--- src/design/midi_track_event_parser_top_defines.svh ---
// assertion macros for the midi track event parser
// used by midi_track_event_parser_top, expects clk and arst_n in scope
`ifndef MIDI_TRACK_EVENT_PARSER_TOP_DEFINES_SVH
`define MIDI_TRACK_EVENT_PARSER_TOP_DEFINES_SVH

// same-cycle implication, disabled while in reset
`define MTEP_ASSERT_IMP(lbl, ante, cons) \
	lbl: assert property (@(posedge clk) disable iff (!arst_n) (ante) |-> (cons)) \
		else $error("mtep: same-cycle check failed");

// next-cycle implication, disabled while in reset
`define MTEP_ASSERT_NXT(lbl, ante, cons) \
	lbl: assert property (@(posedge clk) disable iff (!arst_n) (ante) |=> (cons)) \
		else $error("mtep: next-cycle check failed");

`endif

--- src/design/mtep_pkg.sv ---
// shared types and constants for the midi track event parser
// no dependencies
`timescale 1ns / 1ps
`default_nettype none

package mtep_pkg;

	// parse phase, one-hot
	typedef enum logic [5:0] {
		PH_DELTA  = 6'b000001,
		PH_STATUS = 6'b000010,
		PH_META   = 6'b000100,
		PH_LENGTH = 6'b001000,
		PH_DATA   = 6'b010000,
		PH_FAILED = 6'b100000
	} phase_t;

	typedef enum logic [1:0] {
		ERR_OK        = 2'd0,
		ERR_NO_STATUS = 2'd1,
		ERR_UNSUP_SYS = 2'd2,
		ERR_TRUNC     = 2'd3
	} err_t;

	localparam logic [7:0] STATUS_SYSEX = 8'hF0;
	localparam logic [7:0] STATUS_META  = 8'hFF;
	localparam logic [3:0] NIBBLE_PROG  = 4'hC;
	localparam logic [3:0] NIBBLE_PRESS = 4'hD;
	localparam logic [3:0] NIBBLE_SYS   = 4'hF;

	localparam int unsigned TDATA_W = 144;

	typedef struct packed {
		logic [31:0] event_bytes;
		logic [31:0] event_offset;
		logic [31:0] data_length;
		logic [7:0]  meta_type;
		logic [7:0]  status_byte;
		logic [31:0] delta_time;
		err_t        error_code;
		logic        track_end;
	} rec_t;

endpackage

`default_nettype wire

--- src/design/midi_track_event_parser_top.sv ---
// Parser for the event stream of a MIDI file track chunk. One chunk byte per
// beat enters on the slave side, tlast marking the final byte of the chunk;
// one record leaves on the master side for each complete event (delta time,
// status, meta type, data length, offset of the status byte and total event
// length), for each bad status byte, and for a chunk that ends inside an
// event or after a failure. Delta times and lengths wrap at 32 bits. After a
// bad status byte the parser drops bytes until the chunk end, which reports
// the stored error. Each byte passes through an input register, one pass
// of decode logic against the parse state and a result register, so a new
// beat is taken each cycle while the result register is free or being
// drained.
// depends on mtep_pkg, mtep_in_stage, mtep_core, mtep_out_stage
`timescale 1ns / 1ps
`default_nettype none
`include "midi_track_event_parser_top_defines.svh"

module midi_track_event_parser_top (
	input  wire logic                         clk,
	input  wire logic                         arst_n,
	// slave side: tdata = data_byte[7:0]; tlast = last_byte
	input  wire logic                         s_axis_tvalid,
	output logic                              s_axis_tready,
	input  wire logic [7:0]                   s_axis_tdata,
	input  wire logic                         s_axis_tlast,
	// master side: tdata = delta_time[31:0], status_byte[39:32], meta_type[47:40],
	// data_length[79:48], event_offset[111:80], event_bytes[143:112]
	output logic                              m_axis_tvalid,
	input  wire logic                         m_axis_tready,
	output logic [mtep_pkg::TDATA_W-1:0]      m_axis_tdata,
	// tuser = error_code[1:0]; tlast = track_end
	output logic [1:0]                        m_axis_tuser,
	output logic                              m_axis_tlast
);
	import mtep_pkg::*;

	logic       advance;
	logic       valid_s1;
	logic [7:0] data_s1;
	logic       last_s1;
	logic       go;
	logic       rec_valid;
	rec_t       rec;

	// input register, holds one beat while the result side is stalled
	mtep_in_stage u_in (
		.clk           (clk),
		.arst_n        (arst_n),
		.s_axis_tvalid (s_axis_tvalid),
		.s_axis_tready (s_axis_tready),
		.s_axis_tdata  (s_axis_tdata),
		.s_axis_tlast  (s_axis_tlast),
		.advance       (advance),
		.valid_s1      (valid_s1),
		.data_s1       (data_s1),
		.last_s1       (last_s1)
	);

	// the held byte is consumed whenever the result register can take its outcome
	assign go = valid_s1 && advance;

	// parse state and decode
	mtep_core u_core (
		.clk       (clk),
		.arst_n    (arst_n),
		.go        (go),
		.data_s1   (data_s1),
		.last_s1   (last_s1),
		.rec_valid (rec_valid),
		.rec       (rec)
	);

	// result register
	mtep_out_stage u_out (
		.clk           (clk),
		.arst_n        (arst_n),
		.go            (go),
		.rec_valid     (rec_valid),
		.rec           (rec),
		.advance       (advance),
		.m_axis_tvalid (m_axis_tvalid),
		.m_axis_tready (m_axis_tready),
		.m_axis_tdata  (m_axis_tdata),
		.m_axis_tuser  (m_axis_tuser),
		.m_axis_tlast  (m_axis_tlast)
	);

	// truncation is only ever reported on the chunk end
	`MTEP_ASSERT_IMP(a_trunc_on_end, m_axis_tvalid && m_axis_tuser == ERR_TRUNC, m_axis_tlast)
	// error records carry no event length
	`MTEP_ASSERT_IMP(a_err_no_len, m_axis_tvalid && m_axis_tuser != ERR_OK, m_axis_tdata[143:112] == 32'd0)
	// a held byte that could not move is still held next cycle
	`MTEP_ASSERT_NXT(a_hold_byte, valid_s1 && !advance, valid_s1)

endmodule

`default_nettype wire

--- src/design/mtep_in_stage.sv ---
// input register stage of the midi track event parser
// depends on mtep_pkg
`timescale 1ns / 1ps
`default_nettype none

module mtep_in_stage (
	input  wire logic       clk,
	input  wire logic       arst_n,
	input  wire logic       s_axis_tvalid,
	output logic            s_axis_tready,
	input  wire logic [7:0] s_axis_tdata,
	input  wire logic       s_axis_tlast,
	input  wire logic       advance,
	output logic            valid_s1,
	output logic [7:0]      data_s1,
	output logic            last_s1
);
	import mtep_pkg::*;

	logic accept;

	// free when empty or when the held beat moves on this cycle
	assign s_axis_tready = !valid_s1 || advance;
	assign accept        = s_axis_tvalid && s_axis_tready;

	always_ff @(posedge clk or negedge arst_n) begin
		if (!arst_n) begin
			valid_s1 <= 1'b0;
		end else if (accept) begin
			valid_s1 <= 1'b1;
		end else if (advance) begin
			valid_s1 <= 1'b0;
		end
	end

	always_ff @(posedge clk) begin
		if (accept) begin
			data_s1 <= s_axis_tdata;
			last_s1 <= s_axis_tlast;
		end
	end

endmodule

`default_nettype wire

--- src/design/mtep_core.sv ---
// parse state and per-byte decode of the midi track event parser
// depends on mtep_pkg
`timescale 1ns / 1ps
`default_nettype none

module mtep_core (
	input  wire logic         clk,
	input  wire logic         arst_n,
	input  wire logic         go,
	input  wire logic [7:0]   data_s1,
	input  wire logic         last_s1,
	output logic              rec_valid,
	output mtep_pkg::rec_t    rec
);
	import mtep_pkg::*;

	phase_t      phase_q, phase_n;
	logic [31:0] delta_q, delta_n;
	logic [7:0]  status_q, status_n;
	logic [7:0]  meta_q, meta_n;
	logic [31:0] len_q, len_n;
	logic [31:0] pref_q, pref_n;
	logic [31:0] rem_q, rem_n;
	logic [31:0] pos_q, pos_n;
	logic [31:0] spos_q, spos_n;
	err_t        failed_q, failed_n;
	err_t        err;
	logic        complete;
	logic [31:0] meta_extra;

	always_comb begin
		phase_n    = phase_q;
		delta_n    = delta_q;
		status_n   = status_q;
		meta_n     = meta_q;
		len_n      = len_q;
		pref_n     = pref_q;
		rem_n      = rem_q;
		spos_n     = spos_q;
		failed_n   = failed_q;
		pos_n      = pos_q + 32'd1;
		err        = ERR_OK;
		complete   = 1'b0;
		rec_valid  = 1'b0;
		rec        = '0;
		meta_extra = '0;

		case (phase_q)
			PH_DELTA: begin
				delta_n = {delta_q[24:0], data_s1[6:0]};
				if (!data_s1[7]) phase_n = PH_STATUS;
			end
			PH_STATUS: begin
				spos_n   = pos_q;
				status_n = data_s1;
				if (!data_s1[7]) begin
					err = ERR_NO_STATUS;
				end else if (data_s1 == STATUS_SYSEX) begin
					phase_n = PH_LENGTH;
				end else if (data_s1 == STATUS_META) begin
					phase_n = PH_META;
				end else if (data_s1[7:4] == NIBBLE_SYS) begin
					err = ERR_UNSUP_SYS;
				end else begin
					len_n   = (data_s1[7:4] == NIBBLE_PROG || data_s1[7:4] == NIBBLE_PRESS)
						? 32'd1 : 32'd2;
					rem_n   = len_n;
					phase_n = PH_DATA;
				end
			end
			PH_META: begin
				meta_n  = data_s1;
				phase_n = PH_LENGTH;
			end
			PH_LENGTH: begin
				len_n  = {len_q[24:0], data_s1[6:0]};
				pref_n = pref_q + 32'd1;
				if (!data_s1[7]) begin
					rem_n = len_n;
					if (len_n == 32'd0) complete = 1'b1;
					else                phase_n  = PH_DATA;
				end
			end
			PH_DATA: begin
				rem_n = rem_q - 32'd1;
				if (rem_n == 32'd0) complete = 1'b1;
			end
			default: begin
			end
		endcase

		if (complete) begin
			meta_extra        = {31'd0, status_n == STATUS_META};
			rec_valid         = 1'b1;
			rec.delta_time    = delta_n;
			rec.status_byte   = status_n;
			rec.meta_type     = meta_n;
			rec.data_length   = len_n;
			rec.event_offset  = spos_n;
			rec.event_bytes   = 32'd1 + meta_extra + pref_n + len_n;
			rec.error_code    = ERR_OK;
			rec.track_end     = last_s1;
		end else if (err != ERR_OK) begin
			rec_valid         = 1'b1;
			rec.delta_time    = delta_n;
			rec.status_byte   = status_n;
			rec.event_offset  = spos_n;
			rec.error_code    = err;
			rec.track_end     = last_s1;
			failed_n          = err;
		end else if (last_s1) begin
			rec_valid         = 1'b1;
			rec.track_end     = 1'b1;
			if (phase_q == PH_FAILED) begin
				rec.event_offset = pos_q;
				rec.error_code   = failed_q;
			end else begin
				rec.delta_time   = delta_n;
				rec.status_byte  = status_n;
				rec.meta_type    = meta_n;
				rec.event_offset = (phase_q == PH_DELTA) ? pos_q : spos_n;
				rec.error_code   = ERR_TRUNC;
			end
		end

		// event done: start over on the next delta; failed: drop bytes until the chunk end
		if (complete || err != ERR_OK) begin
			phase_n  = (err != ERR_OK) ? PH_FAILED : PH_DELTA;
			delta_n  = '0;
			status_n = '0;
			meta_n   = '0;
			len_n    = '0;
			pref_n   = '0;
			rem_n    = '0;
		end

		// chunk end returns everything to reset
		if (last_s1) begin
			phase_n  = PH_DELTA;
			delta_n  = '0;
			status_n = '0;
			meta_n   = '0;
			len_n    = '0;
			pref_n   = '0;
			rem_n    = '0;
			pos_n    = '0;
			spos_n   = '0;
			failed_n = ERR_OK;
		end
	end

	always_ff @(posedge clk or negedge arst_n) begin
		if (!arst_n) begin
			phase_q  <= PH_DELTA;
			delta_q  <= '0;
			status_q <= '0;
			meta_q   <= '0;
			len_q    <= '0;
			pref_q   <= '0;
			rem_q    <= '0;
			pos_q    <= '0;
			spos_q   <= '0;
			failed_q <= ERR_OK;
		end else if (go) begin
			phase_q  <= phase_n;
			delta_q  <= delta_n;
			status_q <= status_n;
			meta_q   <= meta_n;
			len_q    <= len_n;
			pref_q   <= pref_n;
			rem_q    <= rem_n;
			pos_q    <= pos_n;
			spos_q   <= spos_n;
			failed_q <= failed_n;
		end
	end

endmodule

`default_nettype wire

--- src/design/mtep_out_stage.sv ---
// result register of the midi track event parser
// depends on mtep_pkg
`timescale 1ns / 1ps
`default_nettype none

module mtep_out_stage (
	input  wire logic                             clk,
	input  wire logic                             arst_n,
	input  wire logic                             go,
	input  wire logic                             rec_valid,
	input  wire mtep_pkg::rec_t                   rec,
	output logic                                  advance,
	output logic                                  m_axis_tvalid,
	input  wire logic                             m_axis_tready,
	output logic [mtep_pkg::TDATA_W-1:0]          m_axis_tdata,
	output logic [1:0]                            m_axis_tuser,
	output logic                                  m_axis_tlast
);
	import mtep_pkg::*;

	rec_t rec_q;

	// the register may be refilled when empty or being drained
	assign advance = !m_axis_tvalid || m_axis_tready;

	always_ff @(posedge clk or negedge arst_n) begin
		if (!arst_n) begin
			m_axis_tvalid <= 1'b0;
		end else if (advance) begin
			m_axis_tvalid <= go && rec_valid;
		end
	end

	always_ff @(posedge clk) begin
		if (advance && go && rec_valid) rec_q <= rec;
	end

	assign m_axis_tdata = {rec_q.event_bytes, rec_q.event_offset, rec_q.data_length,
		rec_q.meta_type, rec_q.status_byte, rec_q.delta_time};
	assign m_axis_tuser = rec_q.error_code;
	assign m_axis_tlast = rec_q.track_end;

endmodule

`default_nettype wire

--- config.mk ---
export PLATFORM = sky130hd
export DESIGN_NAME = midi_track_event_parser_top
export DESIGN_NICKNAME = d
export VERILOG_FILES = /design/src/design/mtep_pkg.sv /design/src/design/midi_track_event_parser_top.sv /design/src/design/mtep_in_stage.sv /design/src/design/mtep_core.sv /design/src/design/mtep_out_stage.sv
export VERILOG_INCLUDE_DIRS = /design/src /design/src/design
export SDC_FILE = /design/constraint.sdc
export NUM_CORES = 1
export LEC_CHECK = 0
export ABC_AREA = 1
export BUFFER_PORTS_ARGS = -buffer_cell sky130_fd_sc_hd__buf_2
export CAP_MARGIN = 25
export CORE_UTILIZATION = 38
export CTS_CLUSTER_SIZE = 16
export DETAILED_ROUTE_END_ITERATION = 12
export PLACE_DENSITY = 0.53
export RECOVER_POWER = 25
export SLEW_MARGIN = 20
export SYNTH_ARGS = -nofsm -noshare
export SYNTH_HDL_FRONTEND = slang
export SYNTH_SLANG_ARGS = --single-unit
--- constraint.sdc ---
create_clock -name clk -period 8.1 [get_ports clk]
set_input_delay 2.43 -clock clk [delete_from_list [all_inputs] [get_ports clk]]
set_output_delay 2.43 -clock clk [all_outputs]
set_load 0.1 [all_outputs]
==> results_dict.tcl <==
set metrics [dict create \
    status "finished, violations left" \
    violations "DRC, capacitance limit, slew limit" \
    worst_pin_slew_ns 3.064 \
    p_sw_w 0.003628 \
    gp_congestion 0.9256 \
    clock_latency_ns 0.58 \
    totalPowerFinal_w 0.007946 \
    synth-seq-area-share_pct 49.48 \
    whs_ns 0.4853 \
    setup_tns_ns 0 \
    placed_area_sq_um 21830 \
    antenna_found_initial 1 \
    syn_area_sq_um 20500 \
    tritoncts "yes" \
    cts_setup_buffers 0 \
    seqPwrFrac_pct 32.3 \
    design_area_sq_um 23140 \
    clkPwrFrac_pct 24.2 \
    dieArea_sq_um 54870 \
    grt_start_max_net_pins 109 \
    fp.dieH_microns 234.3 \
    ys.warnings.count 0 \
    layout.nets 2623 \
    finalCritPeriodShare_pct 69.94 \
    pwr-share-comb_pct 43.5 \
    finalMaxSlewViolations 228 \
    irDropWorstVdd_v 0.0002193 \
    slew-limit-headroom_pct -104.3 \
    grt_pass1_wl_microns 90940 \
    internal-power_w 0.004318 \
    yosysUniqueCellTypes 51 \
    power_density_nw_per_um2 343.3 \
    design.core.area_sq_um 52970 \
    ios 162 \
    syn_inst 2422 \
    cts_hold_buffers 0 \
    wl_microns 58370 \
    drtAntennaViolNets 0 \
    timing.max_cap.violations 5 \
    viasPerCell 5.192 \
    ys_ff_latch 374 \
    crit_path_max_fanout 33 \
    clock_sink_count 374 \
    route.detailed.drc 6 \
    finalSetupViolCount 0 \
    h-tree-depth 2 \
    track_usage_pct 21.26 \
    avgSynthCellArea_sq_um 8.463 \
    cts_buffers 43 \
    hp-class "register to register" \
    rsz0062_at_grt "no" \
    cts_repair_resize_count 0 \
    grt_pass1_vias 16199 \
    async_reset_ff_share_pct 58.29 \
    synthesis.nets 2501 \
    die_w_microns 234.3 \
    fp-row-count 84 \
    critical_path_class "register to register" \
    layout-drive-gt1-share_pct 11.52 \
    dp_worst_setup_slack_ns 2.504 \
    start_util_pct 38.70 \
    critPathArrivalTime_ns 5.99 \
    timing.fmax_mhz 176.5 \
    antenna_cells 0 \
    cp.required_ns 8.42 \
    drtIter0Drc 1344 \
    p_leak_nw 10.63 \
    synth-edff-count 156 \
    area_growth_pct 12.92 \
    dp_hpwl_microns 41640 \
    port_buffers 161 \
    cts.path.max_buffers 3 \
    wire_per_inst_microns 17.87 \
    clkTransAtPathRegs_ns 0.06 \
    startpoint_type "register" \
    p_sw_share_pct 45.66 \
    worst_slack_ns 2.435 \
    dr.pass1.iters 9 \
    grt-ovfl-total 0 \
    critPathCaptureType "register" \
    hold_violations 0 \
    synth_top_flop_cell "dfrtp_1" \
    min_period_ns 5.665 \
    finClkSkew_ns 0.02196 \
    cts_root_buf "clkbuf_16" \
    vias 16957 \
]
-- worst paths after layout --
kind	cells after the start	slack [ns]	end	start
setup / recovery	22	2.44	u_out.m_axis_tdata[141]	u_core.phase_q[4]
hold / removal	2	0.49	u_core.phase_q[0]	u_core.phase_q[0]
setup reg to reg	22	2.44	u_out.m_axis_tdata[141]	u_core.phase_q[4]
hold reg to reg	2	0.49	u_core.phase_q[0]	u_core.phase_q[0]
max in group asynchronous	2	2.67	u_core.pref_q[5]	arst_n
min in group asynchronous	1	1.90	u_core.rem_q[23]	arst_n
-- flip-flops by register name, summed over array words and instances (netlist names) --
register and cells:
u_core.delta_q 32, u_core.failed_q 2, u_core.len_q 32, u_core.meta_q 8
u_core.phase_q 6, u_core.pos_q 32, u_core.pref_q 32, u_core.rem_q 32
u_core.spos_q 32, u_core.status_q 8, u_in.data_s1 8, u_in.last_s1 1
u_in.valid_s1 1, u_out.m_axis_tdata 144, u_out.m_axis_tlast 1, u_out.m_axis_tuser 2
u_out.m_axis_tvalid 1
-- cell families (layout without fill, tap and decap cells) --
logic type | after synthesis | count (layout) | synth area share, %
AOI/OAI and AO/OA | 456 | 456 | 13.26
DFF | 374 | 374 | 49.48
and+or+nand+nor | 1046 | 1046 | 22.24
buffers and inverters | 423 | 579 | 8.448
xor gates and xnor gates | 57 | 57 | 2.436
adders and majority gates | 66 | 66 | 4.139
-- metal layers --
metal / up-vias / wire, microns / share of wire (%) / global-route usage (%)
met3: 70 / 2779 / 4.8 / 3.076
li1: 8385 / - / - / -
met5: - / 0 / 0 / 0
met4: 0 / 1307 / 2.2 / 5.540
met1: 8093 / 26720 / 46 / 29.63
met2: 409 / 27560 / 47 / 34.47
-- cell usage after synthesis, drive strengths merged, types with 2 or more instances --
master | count | area, sq um
a211oi | 33 | 352.8
a21boi | 3 | 22.52
a21oi | 104 | 520.5
a31oi | 5 | 31.28
buf | 35 | 272.8
clkbuf | 65 | 244.0
clkinv | 2 | 7.510
dfrtp | 217 | 5430
edfxtp | 156 | 4684
fa | 3 | 60.06
ha | 63 | 788.3
inv | 321 | 1207
nand2 | 458 | 1759
nand3 | 99 | 505.5
nand3b | 8 | 60.06
nand4 | 42 | 262.8
nor2 | 346 | 1405
nor3 | 41 | 225.2
nor3b | 6 | 45.04
nor4 | 31 | 200.2
o21a | 6 | 45.04
o21ai | 157 | 785.8
o21bai | 6 | 45.04
o22ai | 124 | 775.7
o31ai | 13 | 97.59
or2 | 13 | 81.33
xnor2 | 9 | 78.83
xor2 | 48 | 420.4
-- placed cells by master (no fill, tap or decap), types with 10 or more instances in the layout --
cell type,instances
edfxtp_1,156
a211oi_2,20
buf_2,158
inv_1,316
nand4_1,42
nand2_1,450
o31ai_1,13
clkbuf_16,43
o22ai_1,124
or2_2,13
nand3_1,98
nor4_1,30
nor2_1,328
nor3_1,37
a211oi_1,12
xor2_1,48
nor2_2,10
clkbuf_1,29
o21ai_0,153
dfrtp_1,217
ha_1,63
a21oi_1,104
-- power groups by stage --
| stage | clock network, W | logic [W] | registers, W |
|---|---|---|---|
| after floorplan | 0 | 0.00183 | 0.00354 |
| after global placement | 0 | 0.00344 | 0.00260 |
| after detailed placement | 0 | 0.00346 | 0.00260 |
| after CTS | 0.00198 | 0.00347 | 0.00257 |
| after global routing | 0.00205 | 0.00379 | 0.00260 |
| final | 0.00192 | 0.00346 | 0.00257 |
-- area by class of cell --
type,count,area [sq um]
fill,5396,29830
sequential,374,10140
multi-input combinational,1625,8627
inverter,323,1222
clock buffer,68,1210
timing repair buffer,177,930.9
tap,688,860.8
clock inverter,11,152.6
-- stage by stage --
| stage | instances | utilization (%) |
|---|---|---|
| final | 3266 | 43.69 |
| after detailed placement | 3187 | 41.21 |
| after floorplan | 2422 | - |
| after global placement | 3185 | 41.16 |
| after CTS | 3266 | 43.79 |
| after global routing | 3266 | 43.69 |
-- worst max-delay path, cell delays in order, from the launching register on --
cell and delay, ns:
dfrtp_1 0.40, nor2_1 0.23, nand3_1 0.33, buf_4 0.36, nand2_1 0.19, nand2_1 0.50
a221oi_1 0.70, fa_1 0.28, inv_1 0.04, ha_1 0.23, fa_1 0.45, nand2_1 0.09
a31oi_1 0.15, a21boi_0 0.32, o21ai_0 0.21, a21oi_1 0.28, o21ai_0 0.18, nand2_1 0.12
nand2_1 0.08, nand2_1 0.08, nand3_1 0.07, nand2_1 0.07, nor2_1 0.06
Note: power is estimated with default switching activity, not from simulation.
